### src/rtl/pes_header_field_parser_macros.svh
// Assertion macros for the PES header field parser; they expect clock and reset in scope.
`ifndef PES_HEADER_FIELD_PARSER_MACROS_SVH
`define PES_HEADER_FIELD_PARSER_MACROS_SVH

// Same-cycle implication, checked outside reset.
`define PHFP_ASSERT_IMP(label, ante, cons, msg) \
   label: assert property (@(posedge clock) disable iff (reset) (ante) |-> (cons)) \
      else $error(msg);

// Next-cycle implication, checked outside reset.
`define PHFP_ASSERT_NXT(label, ante, cons, msg) \
   label: assert property (@(posedge clock) disable iff (reset) (ante) |=> (cons)) \
      else $error(msg);

`endif

### src/rtl/phfp_pkg.sv
// Types, constants and helper functions shared by the PES header field parser.
`default_nettype none

package phfp_pkg;

   localparam logic [7:0] SID_PRIVATE_1 = 8'hBD;
   localparam logic [7:0] SID_MEDIA_LO  = 8'hC0;
   localparam logic [7:0] SID_MEDIA_HI  = 8'hEF;

   localparam logic [5:0] LEN_SHORT = 6'd6;
   localparam logic [5:0] LEN_BASE  = 6'd9;

   localparam logic [5:0] POS_PREFIX_LAST = 6'd2;
   localparam logic [5:0] POS_STREAM      = 6'd3;
   localparam logic [5:0] POS_LENGTH_LAST = 6'd5;
   localparam logic [5:0] POS_FLAGS       = 6'd7;
   localparam logic [5:0] POS_FIRST_DONE  = 6'd8;
   localparam logic [5:0] POS_PTS_FIRST   = 6'd9;
   localparam logic [5:0] POS_PTS_LAST    = 6'd13;
   localparam logic [5:0] POS_DTS_FIRST   = 6'd14;
   localparam logic [5:0] POS_DTS_LAST    = 6'd18;

   localparam logic [1:0] TS_BOTH = 2'b11;

   typedef struct packed {
      logic [7:0] data_byte;
      logic       packet_start;
   } req_item_type;

   typedef struct packed {
      logic [23:0] start_prefix;
      logic [7:0]  stream_kind;
      logic [15:0] packet_length;
      logic [1:0]  timestamp_flags;
      logic [32:0] presentation_stamp;
      logic [32:0] decoding_stamp;
      logic [5:0]  header_bytes;
   } rsp_item_type;

   function automatic logic is_media(input logic [7:0] sid);
      return (sid == SID_PRIVATE_1) || (sid >= SID_MEDIA_LO && sid <= SID_MEDIA_HI);
   endfunction

   // Header length implied by the optional-field flags, without the extension byte.
   function automatic logic [5:0] flag_length(input logic [7:0] b);
      logic [5:0] len;
      len = LEN_BASE;
      if (b[7:6] == TS_BOTH) begin
         len = len + 6'd10;
      end else if (b[7]) begin
         len = len + 6'd5;
      end
      if (b[5]) len = len + 6'd6;
      if (b[4]) len = len + 6'd3;
      if (b[2]) len = len + 6'd1;
      if (b[1]) len = len + 6'd2;
      return len;
   endfunction

   // Extra header bytes announced by the extension flags byte.
   function automatic logic [5:0] extension_length(input logic [7:0] b);
      logic [5:0] len;
      len = 6'd0;
      if (b[7]) len = len + 6'd16;
      if (b[6]) len = len + 6'd1;
      if (b[5]) len = len + 6'd2;
      if (b[4]) len = len + 6'd2;
      if (b[0]) len = len + 6'd2;
      return len;
   endfunction

   // Fold one of the five timestamp bytes into the 33-bit stamp, marker bits dropped.
   function automatic logic [32:0] stamp_next(input logic [32:0] acc, input logic [2:0] idx,
                                              input logic [7:0] b);
      logic [32:0] nxt;
      case (idx)
         3'd0:    nxt = {b[3:1], 30'd0};
         3'd1:    nxt = acc | {3'd0, b, 22'd0};
         3'd2:    nxt = acc | {11'd0, b[7:1], 15'd0};
         3'd3:    nxt = acc | {18'd0, b, 7'd0};
         default: nxt = acc | {26'd0, b[7:1]};
      endcase
      return nxt;
   endfunction

endpackage

`default_nettype wire

### src/rtl/phfp_if.sv
// Request and response channel interfaces of the PES header field parser.
`default_nettype none

interface phfp_req_if;
   logic       valid;
   logic       ready;
   logic [7:0] data_byte;
   logic       packet_start;

   modport source (output valid, output data_byte, output packet_start, input ready);
   modport sink (input valid, input data_byte, input packet_start, output ready);
endinterface

interface phfp_rsp_if;
   logic        valid;
   logic        ready;
   logic [23:0] start_prefix;
   logic [7:0]  stream_kind;
   logic [15:0] packet_length;
   logic [1:0]  timestamp_flags;
   logic [32:0] presentation_stamp;
   logic [32:0] decoding_stamp;
   logic [5:0]  header_bytes;

   modport source (output valid, output start_prefix, output stream_kind,
                   output packet_length, output timestamp_flags,
                   output presentation_stamp, output decoding_stamp,
                   output header_bytes, input ready);
   modport sink (input valid, input start_prefix, input stream_kind,
                 input packet_length, input timestamp_flags,
                 input presentation_stamp, input decoding_stamp,
                 input header_bytes, output ready);
endinterface

`default_nettype wire

### src/rtl/phfp_in_reg.sv
// Input register: holds one accepted request until the parser consumes it.
`default_nettype none

module phfp_in_reg (
   input  logic                  clock,
   input  logic                  reset,
   phfp_req_if.sink              req_chan,
   input  logic                  advance,
   output logic                  item_valid,
   output phfp_pkg::req_item_type item
);
   import phfp_pkg::*;

   logic         valid_ff;
   logic         valid_in;
   req_item_type item_ff;
   logic         take;

   assign req_chan.ready = !valid_ff || advance;
   assign take           = req_chan.valid && req_chan.ready;

   always_comb begin
      valid_in = valid_ff;
      if (take) begin
         valid_in = 1'b1;
      end else if (advance) begin
         valid_in = 1'b0;
      end
   end

   always_ff @(posedge clock) begin
      if (reset) begin
         valid_ff <= 1'b0;
      end else begin
         valid_ff <= valid_in;
      end
   end

   always_ff @(posedge clock) begin
      if (take) begin
         item_ff.data_byte    <= req_chan.data_byte;
         item_ff.packet_start <= req_chan.packet_start;
      end
   end

   assign item_valid = valid_ff;
   assign item       = item_ff;

endmodule

`default_nettype wire

### src/rtl/phfp_track.sv
// Header tracker: byte position, field captures and running header length.
`default_nettype none

module phfp_track (
   input  logic                  clock,
   input  logic                  reset,
   input  logic                  fire,
   input  phfp_pkg::req_item_type item,
   output logic                  hit,
   output phfp_pkg::rsp_item_type result
);
   import phfp_pkg::*;

   logic        collecting_ff, collecting_in;
   logic [5:0]  position_ff, position_in;
   logic [23:0] prefix_ff, prefix_in;
   logic [7:0]  stream_ff, stream_in;
   logic [15:0] length_ff, length_in;
   logic [7:0]  flags_ff, flags_in;
   logic [32:0] pts_ff, pts_in;
   logic [32:0] dts_ff, dts_in;
   logic [5:0]  hdr_len_ff, hdr_len_in;
   logic [5:0]  ext_pos_ff, ext_pos_in;

   logic        active;
   logic        media;
   logic [7:0]  b;
   logic [5:0]  pos;
   logic [5:0]  base_len;
   logic [5:0]  pts_off;
   logic [5:0]  dts_off;
   logic [1:0]  ts_flags;

   assign b        = item.data_byte;
   assign base_len = flag_length(item.data_byte);

   always_comb begin
      collecting_in = collecting_ff;
      position_in   = position_ff;
      prefix_in     = prefix_ff;
      stream_in     = stream_ff;
      length_in     = length_ff;
      flags_in      = flags_ff;
      pts_in        = pts_ff;
      dts_in        = dts_ff;
      hdr_len_in    = hdr_len_ff;
      ext_pos_in    = ext_pos_ff;

      // restart the packet on a start byte, even mid-header
      if (fire && item.packet_start) begin
         collecting_in = 1'b1;
         position_in   = '0;
         prefix_in     = '0;
         stream_in     = '0;
         length_in     = '0;
         flags_in      = '0;
         pts_in        = '0;
         dts_in        = '0;
         hdr_len_in    = LEN_SHORT;
         ext_pos_in    = '0;
      end

      active  = fire && collecting_in;
      pos     = position_in;
      pts_off = pos - POS_PTS_FIRST;
      dts_off = pos - POS_DTS_FIRST;

      if (active) begin
         if (pos <= POS_PREFIX_LAST) begin
            prefix_in = {prefix_in[15:0], b};
         end else if (pos == POS_STREAM) begin
            stream_in  = b;
            hdr_len_in = is_media(b) ? LEN_BASE : LEN_SHORT;
         end else if (pos <= POS_LENGTH_LAST) begin
            length_in = {length_in[7:0], b};
         end
      end

      media = is_media(stream_in);

      if (active && media && pos == POS_FLAGS) begin
         flags_in   = b;
         hdr_len_in = base_len + {5'd0, b[0]};
         if (b[0]) begin
            ext_pos_in = base_len;
         end
      end
      if (active && media && pos >= POS_PTS_FIRST && pos <= POS_PTS_LAST) begin
         pts_in = stamp_next(pts_in, pts_off[2:0], b);
      end
      if (active && media && pos >= POS_DTS_FIRST && pos <= POS_DTS_LAST) begin
         dts_in = stamp_next(dts_in, dts_off[2:0], b);
      end
      // extension flags byte: its position is only known once byte 7 is in
      if (active && media && pos > POS_FLAGS && flags_in[0] && pos == ext_pos_in) begin
         hdr_len_in = hdr_len_in + extension_length(b);
      end

      hit = active && (({1'b0, pos} + 7'd1) == {1'b0, hdr_len_in})
            && (!media || pos >= POS_FIRST_DONE);

      if (active) begin
         if (hit) begin
            collecting_in = 1'b0;
         end else begin
            position_in = pos + 6'd1;
         end
      end

      ts_flags                  = media ? flags_in[7:6] : 2'b00;
      result.start_prefix       = prefix_in;
      result.stream_kind        = stream_in;
      result.packet_length      = length_in;
      result.timestamp_flags    = ts_flags;
      result.presentation_stamp = ts_flags[1] ? pts_in : '0;
      result.decoding_stamp     = (ts_flags == TS_BOTH) ? dts_in : '0;
      result.header_bytes       = hdr_len_in;
   end

   always_ff @(posedge clock) begin
      if (reset) begin
         collecting_ff <= 1'b0;
      end else begin
         collecting_ff <= collecting_in;
      end
   end

   always_ff @(posedge clock) begin
      position_ff <= position_in;
      prefix_ff   <= prefix_in;
      stream_ff   <= stream_in;
      length_ff   <= length_in;
      flags_ff    <= flags_in;
      pts_ff      <= pts_in;
      dts_ff      <= dts_in;
      hdr_len_ff  <= hdr_len_in;
      ext_pos_ff  <= ext_pos_in;
   end

endmodule

`default_nettype wire

### src/rtl/phfp_out_reg.sv
// Output register: holds a finished header result until the sink takes it.
`default_nettype none

module phfp_out_reg (
   input  logic                  clock,
   input  logic                  reset,
   input  logic                  load,
   input  phfp_pkg::rsp_item_type result,
   output logic                  free,
   phfp_rsp_if.source            rsp_chan
);
   import phfp_pkg::*;

   logic         valid_ff;
   logic         valid_in;
   rsp_item_type result_ff;

   assign free = !valid_ff || rsp_chan.ready;

   always_comb begin
      valid_in = valid_ff;
      if (load) begin
         valid_in = 1'b1;
      end else if (rsp_chan.ready) begin
         valid_in = 1'b0;
      end
   end

   always_ff @(posedge clock) begin
      if (reset) begin
         valid_ff <= 1'b0;
      end else begin
         valid_ff <= valid_in;
      end
   end

   always_ff @(posedge clock) begin
      if (load) begin
         result_ff <= result;
      end
   end

   assign rsp_chan.valid              = valid_ff;
   assign rsp_chan.start_prefix       = result_ff.start_prefix;
   assign rsp_chan.stream_kind        = result_ff.stream_kind;
   assign rsp_chan.packet_length      = result_ff.packet_length;
   assign rsp_chan.timestamp_flags    = result_ff.timestamp_flags;
   assign rsp_chan.presentation_stamp = result_ff.presentation_stamp;
   assign rsp_chan.decoding_stamp     = result_ff.decoding_stamp;
   assign rsp_chan.header_bytes       = result_ff.header_bytes;

endmodule

`default_nettype wire

### src/rtl/pes_header_field_parser.sv
// Top level of the PES header field parser.
//
// req_chan carries a PES packet one byte per request; packet_start marks byte 0.
// rsp_chan carries one result per packet header: start code prefix, stream id,
// packet length, PTS/DTS flags, both 33-bit stamps (zero when absent) and the
// computed header length. Bytes that arrive outside a header are dropped.
// A request is registered on acceptance and parsed once the output register is
// free; the result of the last header byte is registered in the output register
// and presented on rsp_chan from there until the sink takes it. One byte per
// cycle is sustained while the sink does not stall: the parser state updates
// from the input register straight into the output register.
// When the sink stalls, the finished result holds in the output register and
// one further request is still taken into the input register; req_chan.ready
// then drops until the sink takes the result.
// Reset (synchronous, active high) empties both registers and leaves the parser
// idle until the next packet_start; no clearing pass is needed.
`default_nettype none

`include "pes_header_field_parser_macros.svh"

module pes_header_field_parser (
   input  logic        clock,
   input  logic        reset,
   phfp_req_if.sink    req_chan,
   phfp_rsp_if.source  rsp_chan
);
   import phfp_pkg::*;

   logic         item_valid;
   req_item_type item;
   logic         out_free;
   logic         fire;
   logic         hit;
   rsp_item_type result;

   assign fire = item_valid && out_free;

   phfp_in_reg u_in_reg (
      .clock      (clock),
      .reset      (reset),
      .req_chan   (req_chan),
      .advance    (fire),
      .item_valid (item_valid),
      .item       (item)
   );

   phfp_track u_track (
      .clock  (clock),
      .reset  (reset),
      .fire   (fire),
      .item   (item),
      .hit    (hit),
      .result (result)
   );

   phfp_out_reg u_out_reg (
      .clock    (clock),
      .reset    (reset),
      .load     (fire && hit),
      .result   (result),
      .free     (out_free),
      .rsp_chan (rsp_chan)
   );

   `PHFP_ASSERT_NXT(a_hit_shows, fire && hit, rsp_chan.valid, "header result was not presented")
   `PHFP_ASSERT_IMP(a_len_floor, rsp_chan.valid, rsp_chan.header_bytes >= LEN_SHORT, "header length below six")
   `PHFP_ASSERT_IMP(a_pts_zero, rsp_chan.valid && !rsp_chan.timestamp_flags[1], rsp_chan.presentation_stamp == '0, "PTS set without PTS flag")
   `PHFP_ASSERT_IMP(a_short_hdr, rsp_chan.valid && !is_media(rsp_chan.stream_kind), rsp_chan.header_bytes == LEN_SHORT && rsp_chan.timestamp_flags == 2'b00, "non-media header not six bytes")

endmodule

`default_nettype wire
### src/flat_wrapper.sv
// flat-port wrapper written by rule: the top's interface ports become plain ports
module pes_header_field_parser_flat import phfp_pkg::*;
  (clock, reset, req_chan_valid, req_chan_data_byte, req_chan_packet_start, req_chan_ready, rsp_chan_valid, rsp_chan_start_prefix, rsp_chan_stream_kind, rsp_chan_packet_length, rsp_chan_timestamp_flags, rsp_chan_presentation_stamp, rsp_chan_decoding_stamp, rsp_chan_header_bytes, rsp_chan_ready);
  phfp_req_if req_chan_i ();
  phfp_rsp_if rsp_chan_i ();
  input  logic clock;
  input  logic reset;
  input wire logic [$bits(req_chan_i.valid)-1:0] req_chan_valid;
  input wire logic [$bits(req_chan_i.data_byte)-1:0] req_chan_data_byte;
  input wire logic [$bits(req_chan_i.packet_start)-1:0] req_chan_packet_start;
  output wire logic [$bits(req_chan_i.ready)-1:0] req_chan_ready;
  output wire logic [$bits(rsp_chan_i.valid)-1:0] rsp_chan_valid;
  output wire logic [$bits(rsp_chan_i.start_prefix)-1:0] rsp_chan_start_prefix;
  output wire logic [$bits(rsp_chan_i.stream_kind)-1:0] rsp_chan_stream_kind;
  output wire logic [$bits(rsp_chan_i.packet_length)-1:0] rsp_chan_packet_length;
  output wire logic [$bits(rsp_chan_i.timestamp_flags)-1:0] rsp_chan_timestamp_flags;
  output wire logic [$bits(rsp_chan_i.presentation_stamp)-1:0] rsp_chan_presentation_stamp;
  output wire logic [$bits(rsp_chan_i.decoding_stamp)-1:0] rsp_chan_decoding_stamp;
  output wire logic [$bits(rsp_chan_i.header_bytes)-1:0] rsp_chan_header_bytes;
  input wire logic [$bits(rsp_chan_i.ready)-1:0] rsp_chan_ready;
  assign req_chan_i.valid = req_chan_valid;
  assign req_chan_i.data_byte = req_chan_data_byte;
  assign req_chan_i.packet_start = req_chan_packet_start;
  assign req_chan_ready = req_chan_i.ready;
  assign rsp_chan_valid = rsp_chan_i.valid;
  assign rsp_chan_start_prefix = rsp_chan_i.start_prefix;
  assign rsp_chan_stream_kind = rsp_chan_i.stream_kind;
  assign rsp_chan_packet_length = rsp_chan_i.packet_length;
  assign rsp_chan_timestamp_flags = rsp_chan_i.timestamp_flags;
  assign rsp_chan_presentation_stamp = rsp_chan_i.presentation_stamp;
  assign rsp_chan_decoding_stamp = rsp_chan_i.decoding_stamp;
  assign rsp_chan_header_bytes = rsp_chan_i.header_bytes;
  assign rsp_chan_i.ready = rsp_chan_ready;
  pes_header_field_parser u_core (.clock(clock), .reset(reset), .req_chan(req_chan_i), .rsp_chan(rsp_chan_i));
endmodule
### config.mk
export PLATFORM = sky130hd
export DESIGN_NAME = pes_header_field_parser_flat
export DESIGN_NICKNAME = d
export VERILOG_FILES = /design/src/rtl/phfp_pkg.sv /design/src/rtl/phfp_if.sv /design/src/rtl/phfp_in_reg.sv /design/src/rtl/phfp_track.sv /design/src/rtl/phfp_out_reg.sv /design/src/rtl/pes_header_field_parser.sv /design/src/flat_wrapper.sv
export VERILOG_INCLUDE_DIRS = /design/src /design/src/rtl
export SDC_FILE = /design/constraint.sdc
export NUM_CORES = 1
export LEC_CHECK = 0
export BUFFER_PORTS_ARGS = -buffer_cell sky130_fd_sc_hd__buf_2
export CAP_MARGIN = 0
export CORE_MARGIN = 2
export CORE_UTILIZATION = 50
export CTS_CLUSTER_SIZE = 24
export DETAILED_ROUTE_END_ITERATION = 10
export GPL_ROUTABILITY_DRIVEN = 1
export GPL_TIMING_DRIVEN = 0
export HOLD_SLACK_MARGIN = 0.08
export PLACE_DENSITY = 0.76
export SLEW_MARGIN = 30
export SYNTH_ARGS = -nofsm -noshare
export SYNTH_HDL_FRONTEND = slang
export SYNTH_SLANG_ARGS = --single-unit
### constraint.sdc
create_clock -name clock -period 11.9 [get_ports clock]
set_clock_uncertainty 0.2 [all_clocks]
set_input_delay 0.595 -clock clock [delete_from_list [all_inputs] [get_ports clock]]
set_output_delay 0.595 -clock clock [all_outputs]
set_load 0.02 [all_outputs]
==> impl_results.html, run 1 <==
<table>
<tr><th>Metric</th><th>Value</th></tr>
<tr><th colspan="2">STA</th></tr>
<tr><td>Period minus WS final</td><td>about 8500 ps</td></tr>
<tr><td>Fmax</td><td>between 100 and 150 MHz</td></tr>
<tr><td>Number of endpoints failing setup at the final stage</td><td>0</td></tr>
<tr><td>Worst path setup slack after routing</td><td>approximately 3400 ps</td></tr>
<tr><td>Unrepaired setup endpoints after global routing</td><td>false</td></tr>
<tr><td>Hold violation total from the final report</td><td>0</td></tr>
<tr><td>Pins Over Slew Limit</td><td>0</td></tr>
<tr><td>Final clock period utilization by the worst path</td><td>a little under three quarters</td></tr>
<tr><td>Relative max-transition margin</td><td>between 40% and 50%</td></tr>
<tr><td>Least-Margin Pin Slew</td><td>about 840 ps</td></tr>
<tr><th colspan="2">Critical path</th></tr>
<tr><td>FF-to-FF setup slack</td><td>3370 ps</td></tr>
<tr><td>Delay contributed by the slowest stage of the critical path</td><td>roughly 600 ps</td></tr>
<tr><td>Startpoint types</td><td>flip-flop</td></tr>
<tr><td>Critical register-to-register path endpoint</td><td>u_core.u_out_reg.rsp_chan.decoding_stamp[11]</td></tr>
<tr><td>Reg2Reg Depth</td><td>28</td></tr>
<tr><td>Most frequent CP cell</td><td>sky130_fd_sc_hd__buf_4</td></tr>
<tr><td>Crit end category</td><td>flip-flop</td></tr>
<tr><td>Worst setup path category</td><td>flip-flop to flip-flop</td></tr>
<tr><td>Beginning of the worst register-to-register path</td><td>u_core.u_in_reg.item[0]</td></tr>
<tr><td>Required @ worst endpoint</td><td>about 12000 ps</td></tr>
<tr><td>Crit path max fanout</td><td>11</td></tr>
<tr><td>Signal arrival time at the worst endpoint</td><td>roughly 8600 ps</td></tr>
<tr><td>Critical path's slowest cell</td><td>sky130_fd_sc_hd__nor4_4</td></tr>
<tr><th colspan="2">Global route</th></tr>
<tr><td>Initial antenna violation count</td><td>0</td></tr>
<tr><td>Wire length of the first global-routing pass</td><td>approximately 40000 microns</td></tr>
<tr><td>Vias in the first global route</td><td>roughly 7700</td></tr>
<tr><td>Pin count of the biggest net entering global routing</td><td>16</td></tr>
<tr><td>Leftover overflow at the end of global routing</td><td>0</td></tr>
<tr><td>Tot GR Track Use</td><td>about 23%</td></tr>
<tr><th colspan="2">CTS</th></tr>
<tr><td>Longest Clk Path Bufs</td><td>3</td></tr>
<tr><td>Clock buffers created by TritonCTS</td><td>28</td></tr>
<tr><td>H-tree depth</td><td>1</td></tr>
<tr><td>Setup Buffers After CTS</td><td>0</td></tr>
<tr><td>Register clock-pin slew on the reported worst setup and hold paths</td><td>around 50 ps</td></tr>
<tr><td>CTS resizes</td><td>0</td></tr>
<tr><td>Hold_buf cts</td><td>11</td></tr>
<tr><td>Worst-Skew Late Latency</td><td>about 550 ps</td></tr>
<tr><td>CTS tree</td><td>built</td></tr>
<tr><td>Clock sink count</td><td>about 270</td></tr>
<tr><td>Root buffer cell</td><td>sky130_fd_sc_hd__clkbuf_16</td></tr>
<tr><th colspan="2">Place</th></tr>
<tr><td>Routability Congestion</td><td>0.921</td></tr>
<tr><td>Cell Area, Placed</td><td>between 10000 and 15000 sq um</td></tr>
<tr><td>HPWL after DPL</td><td>~18000 microns</td></tr>
<tr><td>Minimum setup slack after placement</td><td>between 3000 and 4000 ps</td></tr>
<tr><td>Total of buffers placed on input and output ports</td><td>approximately 140</td></tr>
<tr><th colspan="2">Min path</th></tr>
<tr><td>Worst hold start</td><td>rsp_chan_ready</td></tr>
<tr><td>Hold Path Depth</td><td>4</td></tr>
<tr><td>Worst Hold Class</td><td>primary input to flip-flop</td></tr>
<tr><td>Capture endpoint of the worst hold path</td><td>u_core.u_out_reg.rsp_chan.valid</td></tr>
<tr><th colspan="2">Synthesis</th></tr>
<tr><td>Number of distinct library cells after synthesis</td><td>70</td></tr>
<tr><td>Number of flip-flops and latches in the synthesized netlist</td><td>~270</td></tr>
<tr><td>Leading register cell type out of synthesis</td><td>sky130_fd_sc_hd__dfxtp_1</td></tr>
<tr><td>Mean Syn Cell Area</td><td>around 11 sq um</td></tr>
<tr><td>Gate Count Post-Synth</td><td>between 900 and 1000</td></tr>
<tr><td>Post-synth net total</td><td>around 1000</td></tr>
<tr><td>Total of warnings raised by yosys</td><td>0</td></tr>
<tr><td>Synth area leaders</td><td>sky130_fd_sc_hd__edfxtp_1, sky130_fd_sc_hd__dfxtp_1, sky130_fd_sc_hd__nor2_1</td></tr>
<tr><td>Sequential cell area fraction in the yosys report</td><td>~62%</td></tr>
<tr><td>Cell area after synthesis</td><td>between 10000 and 15000 sq um</td></tr>
<tr><td>Top cell type's share of synthesized area</td><td>36.5%</td></tr>
<tr><td>Number of synthesized flops with an enable pin</td><td>131</td></tr>
<tr><td>FFs w/ async S/R, synth</td><td>0%</td></tr>
<tr><td>Cell type with the largest total area after synthesis</td><td>sky130_fd_sc_hd__edfxtp_1</td></tr>
<tr><th colspan="2">Cells and area</th></tr>
<tr><td>Nets</td><td>between 1000 and 1500</td></tr>
<tr><td>Area grow syn2layout</td><td>20.0%</td></tr>
<tr><td>Number of antenna cells inserted</td><td>0</td></tr>
<tr><td>Post-layout instance area</td><td>12900 sq um</td></tr>
<tr><td>Final Core Density</td><td>around three fifths</td></tr>
<tr><td>Share of cells above drive strength 1</td><td>around a fifth</td></tr>
<tr><th colspan="2">Power</th></tr>
<tr><td>Power density over the cells</td><td>about 170 nW/um^2</td></tr>
<tr><td>Total power</td><td>around 0.0022 W</td></tr>
<tr><td>LEAKAGE</td><td>a little under 5 nW</td></tr>
<tr><td>Worst vdd rail ir drop</td><td>~0.11 mV</td></tr>
<tr><th colspan="2">Floorplan</th></tr>
<tr><td>I/O pins</td><td>approximately 140</td></tr>
<tr><td>Starting density of the core</td><td>51.1%</td></tr>
<tr><td>Die width</td><td>~150 microns</td></tr>
<tr><td>Floorplan Core Area</td><td>21100 sq um</td></tr>
<tr><td>Die Ht</td><td>about 150 microns</td></tr>
<tr><td>Number of rows in the core area</td><td>53</td></tr>
<tr><td>Die area</td><td>roughly 23000 sq um</td></tr>
<tr><th colspan="2">Route</th></tr>
<tr><td>Count of unresolved DRC violations after routing</td><td>0</td></tr>
<tr><td>Initial DRT Pass Iterations</td><td>5</td></tr>
<tr><td>Number of nets still failing antenna checks after routing</td><td>0</td></tr>
<tr><td>Post-detailed-route via-to-cell ratio</td><td>approximately 5.6</td></tr>
<tr><td>Post-Route WL</td><td>25800 microns</td></tr>
<tr><td>Overall via count from detail_route</td><td>8018</td></tr>
<tr><td>DRC marker count from the first detailed-route iteration</td><td>between 800 and 900</td></tr>
<tr><td>Routed len/inst</td><td>~18 microns</td></tr>
<tr><th colspan="2">Status</th></tr>
<tr><td>Outcome</td><td>completed</td></tr>
<tr><th colspan="2">Run</th></tr>
<tr><td>Max-cap violations</td><td>0</td></tr>
</table>
state kept, by name, summed over array words and instances, names as in the netlist:
register,flops
u_core.u_track.flags_ff,3
u_core.u_track.dts_ff,33
u_core.u_track.prefix_ff,24
u_core.u_track.position_ff,6
u_core.u_out_reg.rsp_chan.start_prefix,24
u_core.u_out_reg.rsp_chan.decoding_stamp,33
u_core.u_track.collecting_ff,1
u_core.u_out_reg.rsp_chan.valid,1
u_core.u_out_reg.rsp_chan.timestamp_flags,2
u_core.u_out_reg.rsp_chan.packet_length,16
u_core.u_in_reg.item,9
u_core.u_track.stream_ff,8
u_core.u_in_reg.item_valid,1
u_core.u_out_reg.rsp_chan.header_bytes,6
u_core.u_track.hdr_len_ff,6
u_core.u_out_reg.rsp_chan.stream_kind,8
u_core.u_out_reg.rsp_chan.presentation_stamp,33
u_core.u_track.pts_ff,33
u_core.u_track.length_ff,16
u_core.u_track.ext_pos_ff,6
area by class of cell:
class                      count  area, sq um
buffer                        57          224
inverter                      37          139
multi-input combinational    580         3720
sequential                   269         6700
clock inverter                16          136
timing repair buffer         160          903
fill                        1686         8170
tap                          275          344
clock buffer                  36          751
cells by family after synthesis:
kind of cell,after synthesis,synth area share [%]
AOI/OAI and AO/OA,171,11.1
adders and majority gates,21,2.51
buffers and inverters,94,3.37
xor gates and xnor gates,25,2.03
DFF,269,62.2
muxes,37,3.53
and+or+nand+nor,326,15.2
per-layer routing:
layer	vias up	wire [microns]	GRT usage [%]
li1	3772	-	-
met1	3882	11300	31.1
met2	307	12200	36.7
met3	57	1590	3.76
met4	0	703	7.80
met5	-	0	0
placed cells by master, fill, tap and decap left out, types with 4 or more instances in the layout:
cell / Yosys / final
sky130_fd_sc_hd__inv_1: 36 / 36
sky130_fd_sc_hd__a22o_1: 34 / 34
sky130_fd_sc_hd__ha_1: 20 / 20
sky130_fd_sc_hd__clkinv_1: 1 / 5
sky130_fd_sc_hd__mux2_2: 4 / 4
sky130_fd_sc_hd__and2_1: 47 / 47
sky130_fd_sc_hd__o211ai_1: 5 / 5
sky130_fd_sc_hd__dfxtp_1: 138 / 138
sky130_fd_sc_hd__nand2b_1: 7 / 7
sky130_fd_sc_hd__nand4_1: 10 / 10
sky130_fd_sc_hd__xor2_1: 7 / 7
sky130_fd_sc_hd__clkbuf_1: 50 / 56
sky130_fd_sc_hd__nand2_1: 70 / 70
sky130_fd_sc_hd__xnor2_1: 18 / 18
sky130_fd_sc_hd__a21oi_1: 18 / 18
sky130_fd_sc_hd__clkbuf_16: 0 / 28
sky130_fd_sc_hd__buf_4: 2 / 11
sky130_fd_sc_hd__and3_1: 5 / 5
sky130_fd_sc_hd__a22oi_1: 31 / 31
sky130_fd_sc_hd__a31oi_1: 4 / 4
sky130_fd_sc_hd__buf_6: 0 / 4
sky130_fd_sc_hd__a211oi_1: 6 / 6
sky130_fd_sc_hd__o21ai_0: 44 / 44
sky130_fd_sc_hd__nor2_1: 90 / 90
sky130_fd_sc_hd__nor3b_1: 4 / 4
sky130_fd_sc_hd__mux2i_1: 32 / 32
sky130_fd_sc_hd__dlygate4sd3_1: 0 / 11
sky130_fd_sc_hd__nand3_1: 25 / 25
sky130_fd_sc_hd__nor2b_1: 6 / 6
sky130_fd_sc_hd__edfxtp_1: 131 / 131
sky130_fd_sc_hd__nor3_1: 36 / 34
sky130_fd_sc_hd__buf_2: 2 / 138
sky130_fd_sc_hd__clkinv_2: 0 / 6
worst max-delay path, delay by kind of cell (launching register included):
kind / cells / cell delay [ps]
fa+ha+maj: 3 / 810
xor+xnor: 1 / 70
buf+inv: 10 / 2270
flops: 1 / 360
compound gates: 4 / 1380
mux: 2 / 580
simple gates: 8 / 2520
metrics by stage:
stage	std cells	TNS (ps)	hold WS, ps
after detailed placement	1367	0	247
after global routing	1430	0	277
final	1430	0	218
after floorplan	943	0	221
after CTS	1430	0	210
after global placement	1354	-56100	235
synthesized netlist by cell type, types with 10 or more instances:
library cell,number
sky130_fd_sc_hd__o21ai_0,44
sky130_fd_sc_hd__and2_1,47
sky130_fd_sc_hd__nor2_1,90
sky130_fd_sc_hd__dfxtp_1,138
sky130_fd_sc_hd__a22oi_1,31
sky130_fd_sc_hd__mux2i_1,32
sky130_fd_sc_hd__nor3_1,36
sky130_fd_sc_hd__inv_1,36
sky130_fd_sc_hd__clkbuf_1,50
sky130_fd_sc_hd__nand4_1,10
sky130_fd_sc_hd__xnor2_1,18
sky130_fd_sc_hd__nand3_1,25
sky130_fd_sc_hd__a22o_1,34
sky130_fd_sc_hd__a21oi_1,18
sky130_fd_sc_hd__edfxtp_1,131
sky130_fd_sc_hd__ha_1,20
sky130_fd_sc_hd__nand2_1,70
worst max-delay path by stage:
stage,startpoint,end,slack (ps),cells after the start
5_1_grt,u_core.u_in_reg.item[0],u_core.u_out_reg.rsp_chan.decoding_stamp[13],2890,28
3_5_place_dp,rsp_chan_ready,u_core.u_out_reg.rsp_chan.decoding_stamp[12],3210,29
2_1_floorplan,rsp_chan_ready,u_core.u_track.position_ff[0],2080,23
4_1_cts,u_core.u_in_reg.item[0],u_core.u_out_reg.rsp_chan.decoding_stamp[12],3510,28
3_3_place_gp,rsp_chan_ready,u_core.u_track.position_ff[0],-840,24
6_report,u_core.u_in_reg.item[0],u_core.u_out_reg.rsp_chan.decoding_stamp[11],3370,28
report_power, final:
part	switching (W)	total (W)	leakage, nW	internal, W
combinational	0.000182	0.000283	2.25	0.000100
clock	0.000357	0.000828	0.435	0.000471
sequential	0.0000282	0.00105	2.27	0.00102
total	0.000568	0.00216	4.96	0.00160
Power figures use the tool's default switching activity.
==> run 2, diff against run 1 <==
- PLACE_DENSITY: 0.76 -> 0.79
- clock period: 11.9 -> 7.1 ns (I/O delays scaled with it)
==> run 2 against run 1 <==
- sequential cell count unchanged
- largest cell class unchanged
- routed wire length increased by 3.3%
- worst hold slack better by 46 ps
- core utilization grew 1.1 points
- via count grew 0.26%
- sequential power is 68% higher
- first-iteration DRC count decreased by 19%
- highest routed layer unchanged
- power up 72%
- critical path type unchanged
- clock power is 76% higher
==> impl_results.html, run 2 (synthesis gave the netlist of run 1 again) <==
<table>
<tr><th>Metric</th><th>Value</th></tr>
<tr><th colspan="2">Floorplan</th></tr>
<tr><td>Number of rows in the core area</td><td>53</td></tr>
<tr><td>I/O pins</td><td>between 100 and 150</td></tr>
<tr><td>Floorplan Core Area</td><td>around 21000 sq um</td></tr>
<tr><td>Die area</td><td>between 20000 and 25000 sq um</td></tr>
<tr><td>Die Ht</td><td>about 150 microns</td></tr>
<tr><td>Die width</td><td>around 150 microns</td></tr>
<tr><td>Starting density of the core</td><td>about half</td></tr>
<tr><th colspan="2">Global route</th></tr>
<tr><td>Vias in the first global route</td><td>around 7700</td></tr>
<tr><td>Pin count of the biggest net entering global routing</td><td>16</td></tr>
<tr><td>Tot GR Track Use</td><td>a little under a quarter</td></tr>
<tr><td>Leftover overflow at the end of global routing</td><td>0</td></tr>
<tr><td>Initial antenna violation count</td><td>0</td></tr>
<tr><td>Wire length of the first global-routing pass</td><td>~41000 microns</td></tr>
<tr><th colspan="2">Route</th></tr>
<tr><td>Routed len/inst</td><td>18.6 microns</td></tr>
<tr><td>Number of nets still failing antenna checks after routing</td><td>0</td></tr>
<tr><td>Overall via count from detail_route</td><td>about 8000</td></tr>
<tr><td>Post-Route WL</td><td>between 20000 and 30000 microns</td></tr>
<tr><td>Initial DRT Pass Iterations</td><td>7</td></tr>
<tr><td>Post-detailed-route via-to-cell ratio</td><td>5.61</td></tr>
<tr><td>DRC marker count from the first detailed-route iteration</td><td>~670</td></tr>
<tr><td>Count of unresolved DRC violations after routing</td><td>0</td></tr>
<tr><th colspan="2">Min path</th></tr>
<tr><td>Worst Hold Class</td><td>flip-flop to flip-flop</td></tr>
<tr><th colspan="2">CTS</th></tr>
<tr><td>Worst-Skew Late Latency</td><td>between 500 and 600 ps</td></tr>
<tr><td>Longest Clk Path Bufs</td><td>3</td></tr>
<tr><td>CTS tree</td><td>built</td></tr>
<tr><td>Register clock-pin slew on the reported worst setup and hold paths</td><td>60 ps</td></tr>
<tr><td>H-tree depth</td><td>1</td></tr>
<tr><td>Clock buffers created by TritonCTS</td><td>26</td></tr>
<tr><td>Clock sink count</td><td>about 270</td></tr>
<tr><td>Root buffer cell</td><td>sky130_fd_sc_hd__clkbuf_16</td></tr>
<tr><th colspan="2">Cells and area</th></tr>
<tr><td>Most used cells in the layout excluding fill and tap cells</td><td>sky130_fd_sc_hd__buf_2, sky130_fd_sc_hd__dfxtp_1, sky130_fd_sc_hd__edfxtp_1</td></tr>
<tr><td>Sequential cell area</td><td>roughly 6700 sq um</td></tr>
<tr><td>Final Core Density</td><td>roughly 62%</td></tr>
<tr><td>Nets</td><td>1173</td></tr>
<tr><td>Share of cells above drive strength 1</td><td>21.1%</td></tr>
<tr><td>Number of antenna cells inserted</td><td>0</td></tr>
<tr><td>Area grow syn2layout</td><td>22.0%</td></tr>
<tr><td>Commonest non-fill, non-tap cell in the layout</td><td>sky130_fd_sc_hd__buf_2</td></tr>
<tr><td>Area of the multi-input gates</td><td>approximately 3800 sq um</td></tr>
<tr><td>Layout filler cell count</td><td>1661</td></tr>
<tr><th colspan="2">Status</th></tr>
<tr><td>Outcome</td><td>completed</td></tr>
<tr><th colspan="2">Critical path</th></tr>
<tr><td>Critical path's slowest cell</td><td>sky130_fd_sc_hd__or4_1</td></tr>
<tr><td>Startpoint types</td><td>flip-flop</td></tr>
<tr><td>Delay contributed by the slowest stage of the critical path</td><td>between 500 and 600 ps</td></tr>
<tr><td>FF-to-FF setup slack</td><td>~350 ps</td></tr>
<tr><td>Crit end category</td><td>flip-flop</td></tr>
<tr><td>Crit path max fanout</td><td>12</td></tr>
<tr><td>Required @ worst endpoint</td><td>roughly 7100 ps</td></tr>
<tr><td>Signal arrival time at the worst endpoint</td><td>around 6800 ps</td></tr>
<tr><td>Worst setup path category</td><td>flip-flop to flip-flop</td></tr>
<tr><th colspan="2">Run</th></tr>
<tr><td>Max-cap violations</td><td>0</td></tr>
<tr><th colspan="2">STA</th></tr>
<tr><td>Period minus WS final</td><td>approximately 6800 ps</td></tr>
<tr><td>Hold violation total from the final report</td><td>0</td></tr>
<tr><td>Least-Margin Pin Slew</td><td>940 ps</td></tr>
<tr><td>Pins Over Slew Limit</td><td>0</td></tr>
<tr><td>Relative max-transition margin</td><td>~36%</td></tr>
<tr><td>Final clock period utilization by the worst path</td><td>a little over nine tenths</td></tr>
<tr><td>Number of endpoints failing setup at the final stage</td><td>0</td></tr>
<tr><td>Fmax</td><td>~150 MHz</td></tr>
<tr><th colspan="2">Power</th></tr>
<tr><td>Total power</td><td>between 0.003 and 0.004 W</td></tr>
<tr><td>Worst vdd rail ir drop</td><td>roughly 0.13 mV</td></tr>
<tr><td>Power density over the cells</td><td>approximately 280 nW/um^2</td></tr>
<tr><td>LEAKAGE</td><td>a little over 5 nW</td></tr>
<tr><th colspan="2">Place</th></tr>
<tr><td>Total of buffers placed on input and output ports</td><td>approximately 140</td></tr>
<tr><td>HPWL after DPL</td><td>~18000 microns</td></tr>
<tr><td>Routability Congestion</td><td>0.934</td></tr>
</table>
[run 2: cell types whose count changed in the layout (fill, tap and decap cells not counted), moves of 2 or more]
| cell | previous run | this run |
|---|---|---|
| sky130_fd_sc_hd__nor3_1 | 34 | 32 |
| sky130_fd_sc_hd__bufinv_16 | 1 | 5 |
| sky130_fd_sc_hd__clkbuf_1 | 56 | 44 |
| sky130_fd_sc_hd__dlygate4sd3_1 | 11 | 13 |
| sky130_fd_sc_hd__inv_6 | 1 | 3 |
| sky130_fd_sc_hd__ha_1 | 20 | 18 |
| sky130_fd_sc_hd__buf_6 | 4 | 1 |
| sky130_fd_sc_hd__clkbuf_16 | 28 | 26 |
| sky130_fd_sc_hd__buf_4 | 11 | 23 |
[run 2: path summary, 6_finish.rpt]
kind	startpoint	to	cells after the start
max	u_core.u_in_reg.item[8]	u_core.u_out_reg.rsp_chan.packet_length[5]	29
min	u_core.u_track.dts_ff[32]	u_core.u_track.dts_ff[32]	1
max reg2reg	u_core.u_in_reg.item[8]	u_core.u_out_reg.rsp_chan.packet_length[5]	29
min reg2reg	u_core.u_track.dts_ff[32]	u_core.u_track.dts_ff[32]	1
[run 2: where the power goes]
part	internal, W	total [W]	leakage [nW]	switching, W
clock network	0.000867	0.00146	0.450	0.000592
logic	0.000182	0.000500	2.35	0.000318
registers	0.00172	0.00176	2.27	0.0000477
total	0.00276	0.00372	5.07	0.000957
[run 2: area by class of cell]
cell class,count,share of cell area (%)
Buffer,54,1.78
Clock buffer,27,5.06
Clock inverter,21,1.89
Inverter,37,1.07
Multi-Input combinational cell,580,29.2
Sequential cell,269,51.0
Tap cell,275,2.62
Timing Repair Buffer,171,7.45
[run 2: worst max-delay path, delay by kind of cell (launching register included)]
kind / cells / cell delay, ps
AOI/OAI and AO/OA: 3 / 650
DFF: 1 / 510
muxes: 2 / 530
adders and majority gates: 4 / 1050
buffers and inverters: 8 / 1370
xor gates and xnor gates: 3 / 400
and+or+nand+nor: 9 / 1740
[run 2: repair_timing]
item                                    in CTS  in global routing
endpoints found under the setup margin      20                100
endpoints found under the hold margin       12                  0
pin swaps                                    1                  1
gates cloned                                 0                  0
gates resized for setup                      3                  4
hold buffers                                13                  0
setup buffers                                2                  8
[run 2: layer usage]
metal | wire [microns] | vias to the layer above | GRT usage (%)
met1 | 11600 | 3894 | 31.8
met5 | 0 | - | 0
li1 | - | 3787 | -
met4 | 519 | 0 | 5.84
met3 | 1770 | 44 | 3.18
met2 | 12800 | 314 | 38.7
[run 2: stage by stage]
stage	cell area [sq um]	setup TNS [ps]	hold slack (ps)	setup WS, ps	std cells
6_report	13100	0	264	346	1434
5_1_grt	13100	-149	276	-15.8	1434
4_1_cts	13100	0	266	62.0	1429
3_5_place_dp	12000	-8130	253	-289	1366
3_3_place_gp	11900	-621580	244	-5310	1354
2_1_floorplan	10900	-258370	214	-2330	943
==> run 3, diff against run 2 <==
- CELL_PAD_IN_SITES_DETAIL_PLACEMENT: not set -> 0
- CELL_PAD_IN_SITES_GLOBAL_PLACEMENT: not set -> 1
- CORE_UTILIZATION: 50 -> 41
- PLACE_DENSITY: 0.79 -> 0.81
- SKIP_CTS_REPAIR_TIMING: not set -> 1
==> run 3 against run 2 <==
- combinational power about the same
- setup slack better by 27 ps
- sequential cell count unchanged
- cell count up 4.6%
- largest power group unchanged
- highest routed layer unchanged
==> impl_results.html, run 3 (synthesis gave the netlist of run 1 again) <==
<table>
<tr><th>Metric</th><th>Value</th></tr>
<tr><th colspan="2">Route</th></tr>
<tr><td>Number of nets still failing antenna checks after routing</td><td>0</td></tr>
<tr><td>Routed len/inst</td><td>around 18 microns</td></tr>
<tr><td>Post-detailed-route via-to-cell ratio</td><td>approximately 5.2</td></tr>
<tr><td>Overall via count from detail_route</td><td>slightly below 8000</td></tr>
<tr><td>Count of unresolved DRC violations after routing</td><td>0</td></tr>
<tr><td>DRC marker count from the first detailed-route iteration</td><td>between 800 and 900</td></tr>
<tr><td>Initial DRT Pass Iterations</td><td>5</td></tr>
<tr><td>Post-Route WL</td><td>~27000 microns</td></tr>
<tr><th colspan="2">Floorplan</th></tr>
<tr><td>Starting density of the core</td><td>41.6%</td></tr>
<tr><td>Number of rows in the core area</td><td>slightly below 60</td></tr>
<tr><td>Die area</td><td>about 28000 sq um</td></tr>
<tr><td>Die width</td><td>around 170 microns</td></tr>
<tr><td>Die Ht</td><td>166 microns</td></tr>
<tr><td>Floorplan Core Area</td><td>around 26000 sq um</td></tr>
<tr><td>I/O pins</td><td>~140</td></tr>
<tr><th colspan="2">Place</th></tr>
<tr><td>Total of buffers placed on input and output ports</td><td>between 100 and 150</td></tr>
<tr><td>Routability Congestion</td><td>around 0.94</td></tr>
<tr><td>HPWL after DPL</td><td>19200 microns</td></tr>
<tr><th colspan="2">Cells and area</th></tr>
<tr><td>Share of cells above drive strength 1</td><td>about a fifth</td></tr>
<tr><td>Number of antenna cells inserted</td><td>0</td></tr>
<tr><td>Sequential cell area</td><td>approximately 6700 sq um</td></tr>
<tr><td>Area of the multi-input gates</td><td>between 3000 and 4000 sq um</td></tr>
<tr><td>Area grow syn2layout</td><td>23.4%</td></tr>
<tr><td>Layout filler cell count</td><td>~2300</td></tr>
<tr><td>Final Core Density</td><td>between 50% and 60%</td></tr>
<tr><td>Most used cells in the layout excluding fill and tap cells</td><td>sky130_fd_sc_hd__buf_2, sky130_fd_sc_hd__dfxtp_1, sky130_fd_sc_hd__edfxtp_1</td></tr>
<tr><td>Nets</td><td>around 1200</td></tr>
<tr><th colspan="2">Global route</th></tr>
<tr><td>Tot GR Track Use</td><td>roughly a fifth</td></tr>
<tr><td>Leftover overflow at the end of global routing</td><td>0</td></tr>
<tr><td>Wire length of the first global-routing pass</td><td>around 42000 microns</td></tr>
<tr><td>Initial antenna violation count</td><td>0</td></tr>
<tr><td>Vias in the first global route</td><td>around 7500</td></tr>
<tr><td>Pin count of the biggest net entering global routing</td><td>15</td></tr>
<tr><th colspan="2">Min path</th></tr>
<tr><td>Capture endpoint of the worst hold path</td><td>u_core.u_track.flags_ff[0]</td></tr>
<tr><td>Worst hold start</td><td>u_core.u_track.flags_ff[0]</td></tr>
<tr><td>Worst Hold Class</td><td>flip-flop to flip-flop</td></tr>
<tr><td>Hold Path Depth</td><td>2</td></tr>
<tr><th colspan="2">STA</th></tr>
<tr><td>Post-route worst hold slack</td><td>approximately 270 ps</td></tr>
<tr><td>Final clock period utilization by the worst path</td><td>between 90% and 100%</td></tr>
<tr><td>Number of endpoints failing setup at the final stage</td><td>0</td></tr>
<tr><td>Period minus WS final</td><td>6730 ps</td></tr>
<tr><td>Pins Over Slew Limit</td><td>0</td></tr>
<tr><td>Aggregate negative setup slack</td><td>0 ps</td></tr>
<tr><td>Least-Margin Pin Slew</td><td>954 ps</td></tr>
<tr><td>Relative max-transition margin</td><td>36.4%</td></tr>
<tr><td>Fmax</td><td>approximately 150 MHz</td></tr>
<tr><td>Hold violation total from the final report</td><td>0</td></tr>
<tr><th colspan="2">Power</th></tr>
<tr><td>LEAKAGE</td><td>between 5 and 6 nW</td></tr>
<tr><td>Internal power consumption</td><td>about 0.0028 W</td></tr>
<tr><td>Power dissipated by switching net loads</td><td>0.000971 W</td></tr>
<tr><td>Sequential Power Share</td><td>a little under half</td></tr>
<tr><td>Worst vdd rail ir drop</td><td>around 0.22 mV</td></tr>
<tr><td>Power density over the cells</td><td>around 280 nW/um^2</td></tr>
<tr><td>Comb pwr share</td><td>roughly an eighth</td></tr>
<tr><td>Switching part of the total</td><td>about a quarter</td></tr>
<tr><td>Clock share of power</td><td>39.7%</td></tr>
<tr><th colspan="2">Critical path</th></tr>
<tr><td>Reg2Reg Depth</td><td>29</td></tr>
<tr><td>Critical path's slowest cell</td><td>sky130_fd_sc_hd__or4_1</td></tr>
<tr><td>Beginning of the worst register-to-register path</td><td>u_core.u_in_reg.item[8]</td></tr>
<tr><td>Crit path max fanout</td><td>11</td></tr>
<tr><td>Required @ worst endpoint</td><td>slightly above 7000 ps</td></tr>
<tr><td>Worst setup path category</td><td>flip-flop to flip-flop</td></tr>
<tr><td>Startpoint types</td><td>flip-flop</td></tr>
<tr><td>Signal arrival time at the worst endpoint</td><td>a little under 7000 ps</td></tr>
<tr><td>Crit end category</td><td>flip-flop</td></tr>
<tr><td>Delay contributed by the slowest stage of the critical path</td><td>~550 ps</td></tr>
<tr><td>FF-to-FF setup slack</td><td>between 300 and 400 ps</td></tr>
<tr><th colspan="2">CTS</th></tr>
<tr><td>Longest Clk Path Bufs</td><td>3</td></tr>
<tr><td>H-tree depth</td><td>1</td></tr>
<tr><td>Register clock-pin slew on the reported worst setup and hold paths</td><td>~60 ps</td></tr>
<tr><td>Root buffer cell</td><td>sky130_fd_sc_hd__clkbuf_16</td></tr>
<tr><td>CTS tree</td><td>built</td></tr>
<tr><td>Clock sink count</td><td>269</td></tr>
<tr><td>Worst-Skew Late Latency</td><td>between 500 and 600 ps</td></tr>
<tr><td>Clock buffers created by TritonCTS</td><td>28</td></tr>
<tr><th colspan="2">Status</th></tr>
<tr><td>Outcome</td><td>completed</td></tr>
<tr><th colspan="2">Run</th></tr>
<tr><td>Max-cap violations</td><td>0</td></tr>
</table>
[run 3: changes by cell type in the layout (fill, tap and decap cells not counted), sizes merged]
cell      delta
buf          +1
clkinv       -4
clkbuf      +12
bufinv       -2
clkinvlp     -1
[run 3: power groups by stage]
stage               logic, W  registers [W]  clock network (W)
global route        0.000555        0.00177            0.00157
floorplan           0.000336        0.00179                  0
finish              0.000500        0.00176            0.00149
global placement    0.000461        0.00179                  0
CTS                 0.000482        0.00176            0.00152
detailed placement  0.000477        0.00179                  0
[run 3: critical path: cells and delay by family, from the launching register on]
kind / cells / cell delay (ps)
buffers and inverters: 8 / 1260
xor gates and xnor gates: 3 / 500
and+or+nand+nor: 10 / 1960
adders and majority gates: 4 / 1100
DFF: 1 / 480
AOI/OAI and AO/OA: 3 / 630
muxes: 1 / 280
[run 3: cell type report]
cell class                 count  area share, %
tap                          335           3.16
clock buffer                  38           5.87
inverter                      37           1.06
sequential                   269           50.4
clock inverter                14           1.26
timing repair buffer         173           7.66
multi-input combinational    580           28.8
buffer                        54           1.78
[run 3: worst max path at each step]
stage,end,startpoint,cells after the start,slack [ps]
after floorplan,u_core.u_track.position_ff[0],u_core.u_in_reg.item[8],27,-2330
after global placement,u_core.u_track.position_ff[0],rsp_chan_ready,24,-5440
after detailed placement,flip-flop,rsp_chan_ready,26,-430
after CTS,flip-flop,u_core.u_in_reg.item[0],25,-420
after global routing,flip-flop,u_core.u_out_reg.rsp_chan.valid,26,-20
final,flip-flop,u_core.u_in_reg.item[8],29,370
[run 3: layer usage]
metal	up-vias	wire length (microns)	GRT usage [%]
li1	3788	-	-
met1	3814	12800	27.2
met2	230	12600	31.5
met3	33	1460	2.65
met4	0	416	4.65
met5	-	0	0
[run 3: stage by stage]
step                std cells  power [W]  worst slack [ps]  area (sq um)
finish                   1500    0.00375               374         13300
global route             1500    0.00390             -18.4         13300
global placement         1414    0.00225             -5440         12000
detailed placement       1427    0.00227              -430         12100
CTS                      1479    0.00376              -425         13000
floorplan                 943    0.00213             -2330         10900
